--- config.mk ---
export PLATFORM = sky130hd
export DESIGN_NAME = pbp_ctrl
export DESIGN_NICKNAME = d
export VERILOG_FILES = /design/src/rtl/pbp_pkg.sv /design/src/rtl/pbp_ctrl.sv
export SDC_FILE = /design/constraint.sdc
export NUM_CORES = 1
export LEC_CHECK = 0
export BUFFER_PORTS_ARGS = -buffer_cell sky130_fd_sc_hd__buf_2
export CELL_PAD_IN_SITES_DETAIL_PLACEMENT = 1
export CELL_PAD_IN_SITES_GLOBAL_PLACEMENT = 1
export CORE_AREA = 2 2 39 41
export CTS_BUF_LIST = sky130_fd_sc_hd__clkbuf_4 sky130_fd_sc_hd__clkbuf_8
export CTS_CLUSTER_SIZE = 20
export DETAILED_ROUTE_END_ITERATION = 6
export DIE_AREA = 0 0 41 43
export PLACE_DENSITY = 0.83
export SLEW_MARGIN = 20
export SYNTH_ARGS = -nofsm -noshare
export SYNTH_HDL_FRONTEND = slang
export SYNTH_SLANG_ARGS = --single-unit
export TNS_END_PERCENT = 5
--- constraint.sdc ---
create_clock -name i_clk -period 1.95 [get_ports i_clk]
set_clock_uncertainty 0.1 [all_clocks]
set_input_delay 0.2925 -clock i_clk [delete_from_list [all_inputs] [get_ports i_clk]]
set_output_delay 0.2925 -clock i_clk [all_outputs]
set_load 0.05 [all_outputs]
--- src/rtl/pbp_pkg.sv ---
package pbp_pkg;

    localparam int NUM_ROWS_DEF    = 248;
    localparam int HISTORY_LEN_DEF = 32;
    localparam int WEIGHT_BITS_DEF = 8;

    localparam int ADDR_W = 32;
    localparam int THR_W  = 13;
    localparam int SUM_W  = 14;

    localparam logic [THR_W-1:0] THR_RESET = 13'd75;
    localparam int SUM_MAX = 8191;
    localparam int SUM_MIN = -8192;

    localparam logic MODE_PREDICT = 1'b0;
    localparam logic MODE_TRAIN   = 1'b1;

    typedef struct packed {
        logic capture;
        logic qmul;
        logic rem;
        logic rd_en;
        logic sum_part;
        logic sum_total;
        logic train_wr;
        logic load_rsp;
        logic clr_wr;
    } t_dp_cmd;

    typedef struct packed {
        logic is_train;
        logic clr_last;
    } t_dp_status;

endpackage

--- src/rtl/pbp_ctrl.sv ---
module pbp_ctrl import pbp_pkg::*; (
    input  logic       i_clk,
    input  logic       i_rst_n,
    input  logic       i_req_valid,
    output logic       o_req_ready,
    output logic       o_rsp_valid,
    input  logic       i_rsp_ready,
    input  t_dp_status i_status,
    output t_dp_cmd    o_cmd
);

    typedef enum logic [3:0] {
        S_CLEAR,
        S_IDLE,
        S_QMUL,
        S_REM,
        S_READ,
        S_SUM,
        S_TOTAL,
        S_UPD,
        S_LOAD
    } t_state;

    t_state r_state;
    logic   r_req_ready;
    logic   r_rsp_valid;
    logic   accept;
    logic   load_ok;

    assign accept  = i_req_valid && r_req_ready;
    assign load_ok = !r_rsp_valid || i_rsp_ready;

    always_comb begin
        o_cmd           = '0;
        o_cmd.capture   = (r_state == S_IDLE) && accept;
        o_cmd.qmul      = (r_state == S_QMUL);
        o_cmd.rem       = (r_state == S_REM);
        o_cmd.rd_en     = (r_state == S_READ);
        o_cmd.sum_part  = (r_state == S_SUM);
        o_cmd.sum_total = (r_state == S_TOTAL);
        o_cmd.train_wr  = (r_state == S_UPD);
        o_cmd.load_rsp  = (r_state == S_LOAD) && load_ok;
        o_cmd.clr_wr    = (r_state == S_CLEAR);
    end

    always_ff @(posedge i_clk) begin
        if (!i_rst_n) begin
            r_state     <= S_CLEAR;
            r_req_ready <= 1'b0;
            r_rsp_valid <= 1'b0;
        end else begin
            if (r_rsp_valid && i_rsp_ready && !o_cmd.load_rsp) begin
                r_rsp_valid <= 1'b0;
            end
            case (r_state)
                S_CLEAR: begin
                    if (i_status.clr_last) begin
                        r_state     <= S_IDLE;
                        r_req_ready <= 1'b1;
                    end
                end
                S_IDLE: begin
                    if (accept) begin
                        r_state     <= S_QMUL;
                        r_req_ready <= 1'b0;
                    end
                end
                S_QMUL: r_state <= S_REM;
                S_REM:  r_state <= S_READ;
                S_READ: begin
                    r_state <= i_status.is_train ? S_UPD : S_SUM;
                end
                S_SUM:   r_state <= S_TOTAL;
                S_TOTAL: r_state <= S_LOAD;
                S_UPD:   r_state <= S_LOAD;
                S_LOAD: begin
                    if (load_ok) begin
                        r_rsp_valid <= 1'b1;
                        r_req_ready <= 1'b1;
                        r_state     <= S_IDLE;
                    end
                end
                default: begin
                    r_state     <= S_IDLE;
                    r_req_ready <= 1'b1;
                end
            endcase
        end
    end

    assign o_req_ready = r_req_ready;
    assign o_rsp_valid = r_rsp_valid;

endmodule

==> results of run 1 <==
-- sequential cells by signal, indices dropped and copies added (netlist names) --
register / flops
r_state: 4
o_req_ready: 1
o_rsp_valid: 1
-- cells by family (layout without fill, tap and decap cells) --
group                  Yosys count  count (layout)
buffers and inverters            6              23
AO/OA/AOI/OAI                   10              10
multiplexers                     1               1
flip-flops                       6               6
AND/OR/NAND/NOR                 28              28
-- layout by cell type, fill, tap and decap left out, drive strengths merged --
master	netlist	layout
a211oi	1	1
a21o	2	2
a21oi	3	3
a31o	1	1
and2	2	2
and2b	1	1
and3	2	2
and4bb	1	1
buf	3	18
clkbuf	1	3
dfxtp	6	6
inv	2	2
mux2i	1	1
nand2	4	4
nand3	1	1
nor2	5	5
nor2b	3	3
nor3	2	2
nor3b	1	1
nor4	1	1
nor4b	4	4
o21ai	1	1
o31ai	2	2
or3	1	1
-- worst paths after layout --
path / startpoint / endpoint / slack [ns]
worst max-delay path: r_state[1]$_SDFFE_PN0P_ / o_cmd[7] / 0.11
worst min-delay path: i_rst_n / r_state[0]$_SDFFE_PN0P_ / 0.19
worst max register to register: r_state[1]$_SDFFE_PN0P_ / r_state[0]$_SDFFE_PN0P_ / 0.62
worst min register to register: o_req_ready$_SDFFE_PN0P_ / r_state[0]$_SDFFE_PN0P_ / 0.49
-- where the power goes --
part	internal, mW	switching [mW]
sequential	0.142	0.0352
clock	0.0699	0.0483
combinational	0.0859	0.146
-- layer usage --
layer  vias to the layer above  part of all wire, %  global-route usage (%)
met1                       199                   46                    17.7
met5                         -                    0                       0
li1                        218                    -                       -
met4                         0                    0                    6.00
met3                         0                  2.8                    6.28
met2                         7                   51                    20.6
-- tightest hold or removal path: stages --
cell	delay [ns]
buf_2	0.10
nand3_1	0.06
o31ai_1	0.06
-- repair_timing --
action,4_1_cts,5_1_grt
gates resized for setup,2,4
hold buffers,0,0
endpoints found under the setup margin,5,8
buffers inserted,0,0
-- cell type report --
| class | count | area [µm²] | area share [%] |
|---|---|---|---|
| multi-input cells | 39 | 305 | 52.8 |
| flip-flops and latches | 6 | 128 | 22.1 |
| repair buffers | 18 | 95.1 | 16.5 |
| clock buffers | 3 | 22.5 | 3.90 |
| well taps | 16 | 20.0 | 3.46 |
| inverters | 2 | 7.51 | 1.30 |
==> results_dict.tcl, run 1 <==
set metrics [dict create \
    synthArstFlopShare_pct 0 \
    p_leak_nw 0.274 \
    io_pins 17 \
    avgSynthCellArea_um2 8.81 \
    yosys.area.top_type "dfxtp_1" \
    critPathKind "flip-flop to output pin" \
    hold_violations 0 \
    r2r_cells 4 \
    ant_nets 0 \
    clkSlewWorstSetupHoldPaths_ns 0.05 \
    synth_warnings 0 \
    worst-path-stages 3 \
    worstMarginPinSlew_ns 0.379 \
    drive_gt1_share_pct 48.5 \
    worstPathRequired_ns 1.56 \
    synth_cell_types 29 \
    yosys.area_share.xor_xnor_pct 0 \
    power_density_nw_per_um2 911 \
    rsz0062_at_grt "no" \
    cap_violations 0 \
    first_iter_violations 7 \
    place.gp.congestion 0.756 \
    area_delta_synth_final_pct 28.7 \
    yosysMostFrequentCell "dfxtp_1" \
    synthSimpleGateAreaFrac_pct 44.8 \
    grt_pass1_wl_mm 1.66 \
    grt_pass1_vias 389 \
    cts.path.max_buffers 2 \
    dp_hpwl_um 807 \
    synth_mux_area_share_pct 2.23 \
    synth.area.top_cells "dfxtp_1 27%, nor4b_2 6.7%, nor4b_4 5.3%" \
    worst_ep_arrival_time_ns 1.45 \
    first_pass_iters 4 \
    dp.cells 81 \
    placed_cell_area_um2 539 \
    cts_tree "done" \
    slew_headroom_pct 74.6 \
    setup_viol 0 \
    timing.fmax_ghz 0.543 \
    core-area_um2 1380 \
    cp-start-kind "flip-flop" \
    synth-seq-cells 6 \
    synthFlopType "dfxtp_1" \
    holdWs_ns 0.194 \
    cts-root-buf "clkbuf_4" \
    worst_slack_ns 0.108 \
    final_cells 84 \
    hold_path.class "input port to flip-flop" \
    diodes 0 \
    fin_setup_tns_ns 0 \
    clk_latency_ns 0.25 \
    start_util_pct 32.5 \
    cpMaxStageDelayCell "dfxtp_4" \
    fp-row-count 14 \
    min_period_ns 1.84 \
    drv_slew 0 \
    track_usage_pct 14.3 \
    portBuffers 16 \
    syn_area_um2 449 \
    peakVddDrop_uv 445 \
    num-fill-cells 173 \
    crit_chain "nor2b_1 -> nor3b_1 -> buf_2" \
    clock_sinks 6 \
    ys_seq_area_share_pct 26.7 \
    die_h_um 43 \
    via_per_inst 5.05 \
    synthCells 51 \
    synth_fa_ha_area_share_pct 0 \
    post-route-util_pct 41.8 \
    cp_top_family "simple AND/OR/NAND/NOR gates" \
    place_ws_ns 0.162 \
    wl_per_cell_um 12.3 \
    wirelength_mm 1.03 \
    end_kind "output pin" \
    cpPeakStageDelay_ns 0.44 \
    path_buf_inv 1 \
    synth_top_family_by_area "simple AND/OR/NAND/NOR gates" \
    drc 0 \
    yosysTopAreaCellShare_pct 26.7 \
    synth_edf_count 0 \
    finalPower_uw 527 \
    syn_nets 57 \
    cp_max_fo 13 \
    ctsHtreeMaxLevel 1 \
    period_share_pct 94.5 \
    vias 424 \
    status "finished, final reports clean" \
    grt_overflow 0 \
    design_area_um2 578 \
    die_w_um 41 \
    grt_start_max_net_pins 17 \
    min_path_cells 3 \
    dieArea_um2 1760 \
    final_nets 76 \
    netlist_top_cells_count "6 x dfxtp_1, 5 x nor2_1, 4 x nand2_1, 3 x a21oi_1, 3 x nor2b_1" \
    cts_buffers 3 \
    grt_antenna_before_repair 0 \
    synth_compound_area_share_pct 17.5 \
]
Power figures use the tool's default switching activity.
==> run 2, diff against run 1 <==
- GPL_TIMING_DRIVEN: unset -> 0
==> run 2 against run 1 <==
Compared with the run above:
- non-clock buffer count up 2
- register-to-register slack better by 0.02 ns
- sequential cell count unchanged
- worst setup slack worse by 0.032 ns
- critical endpoint is now o_cmd[5]
- cell area up 2.2%
- global-route usage up 0.90 points
- total power up 0.66%
- clock-buffer cell count unchanged
- utilization up 0.90 points
- first-iteration DRC count down 57%
- via count down 0.24%
- wire length up 6.9%
==> results_dict.tcl, run 2 (same netlist as run 1, synthesis figures left out) <==
set metrics [dict create \
    area_delta_synth_final_pct 31.5 \
    worst_ep_arrival_time_ns 1.48 \
    cts_tree "done" \
    cts-root-buf "clkbuf_4" \
    grt_start_max_net_pins 11 \
    io_pins 17 \
    wl_per_cell_um 12.8 \
    setup_viol 0 \
    vias 423 \
    final_cell_mix "14 x buf_2, 5 x nor2_1, 5 x dfxtp_1" \
    drive_gt1_share_pct 47.1 \
    first_pass_iters 4 \
    status "finished, final reports clean" \
    clkSlewWorstSetupHoldPaths_ns 0.05 \
    peakVddDrop_uv 296 \
    r2r_cells 3 \
    worstMarginPinSlew_ns 0.419 \
    place.gp.congestion 0.666 \
    dp_hpwl_um 838 \
    cp_max_fo 10 \
    die_w_um 41 \
    diodes 0 \
    timing.fmax_ghz 0.534 \
    die_h_um 43 \
    cts.path.max_buffers 2 \
    hold_violations 0 \
    hold_path.class "input port to flip-flop" \
    power_density_nw_per_um2 898 \
    dieArea_um2 1760 \
    largest_reg_flops 4 \
    end_kind "output pin" \
    start_util_pct 32.5 \
    final_nets 78 \
    cts_setup_buffers 0 \
    track_usage_pct 15.2 \
    layout_commonest_cell "buf_2" \
    fp-row-count 14 \
    fin_setup_tns_ns 0 \
    cts_buffers 3 \
    grt_antenna_before_repair 0 \
    portBuffers 16 \
    regMostFlops "r_state" \
    ctsHtreeMaxLevel 1 \
    clk_latency_ns 0.25 \
    worstPathRequired_ns 1.56 \
    drc 0 \
    via_per_inst 4.92 \
    period_share_pct 96.1 \
    rsz0062_at_grt "yes" \
    core-area_um2 1380 \
    cap_violations 0 \
    critPathKind "flip-flop to output pin" \
    p_leak_nw 0.281 \
    drv_slew 0 \
    min_path_cells 3 \
    finalPower_uw 530 \
    clock_sinks 6 \
    grt_overflow 0 \
    wirelength_mm 1.10 \
    grt_pass1_vias 427 \
    first_iter_violations 3 \
    ant_nets 0 \
    min_period_ns 1.87 \
    cp-start-kind "flip-flop" \
    slew_headroom_pct 71.9 \
    grt_pass1_wl_mm 1.73 \
]
run 2: stage by stage:
step | hold WS [ns] | std cells | instance area [µm²] | utilization [%] | setup WS [ns]
final | 0.188 | 86 | 591 | 42.7 | 0.0759
after global placement | 0.453 | 83 | 556 | 40.1 | 0.261
after detailed placement | 0.449 | 83 | 556 | 40.1 | 0.228
after CTS | 0.182 | 86 | 588 | 42.5 | 0.00161
after global routing | 0.205 | 86 | 591 | 42.7 | -0.0706
after floorplan | 0.325 | 51 | 455 | - | -0.343
run 2: layout make-up:
type | count | area [µm²]
fillers | 173 | 793
plain buffers | 4 | 32.5
multi-input cells | 39 | 299
repair buffers | 16 | 87.6
flip-flops and latches | 6 | 121
inverters | 2 | 7.51
well taps | 16 | 20.0
clock buffers | 3 | 22.5
run 2: power breakdown:
part / switching (mW) / internal, mW
Combinational: 0.160 / 0.0883
Clock: 0.0516 / 0.0701
Sequential: 0.0203 / 0.140
Total: 0.232 / 0.298
run 2: worst paths after layout:
path	from	slack, ns	to
worst min-delay path	i_rst_n	0.19	r_state[0]$_SDFFE_PN0P_
worst max-delay path	r_state[2]$_SDFFE_PN0P_	0.08	o_cmd[5]
worst min register to register	o_req_ready$_SDFFE_PN0P_	0.47	o_req_ready$_SDFFE_PN0P_
worst max register to register	r_state[2]$_SDFFE_PN0P_	0.64	r_state[1]$_SDFFE_PN0P_
run 2: what timing repair did:
item | CTS | global route
hold buffers | 0 | 0
gates resized for setup | 4 | 3
setup endpoints to repair | 3 | 6
hold endpoints to repair | 0 | 0
run 2: routing by layer:
layer  global-route usage, %  share of wire, %  vias to the layer above
met3                    5.24               4.7                        4
met5                       0                 0                        -
met2                    20.9                49                       11
li1                        -                 -                      221
met1                    17.4                44                      187
met4                    13.3               2.5                        0
run 2: worst max-delay path, cell delays in order (launching register included):
cell and delay [ns]:
dfxtp_1 0.47, buf_2 0.26, nor4b_2 0.20, buf_2 0.29
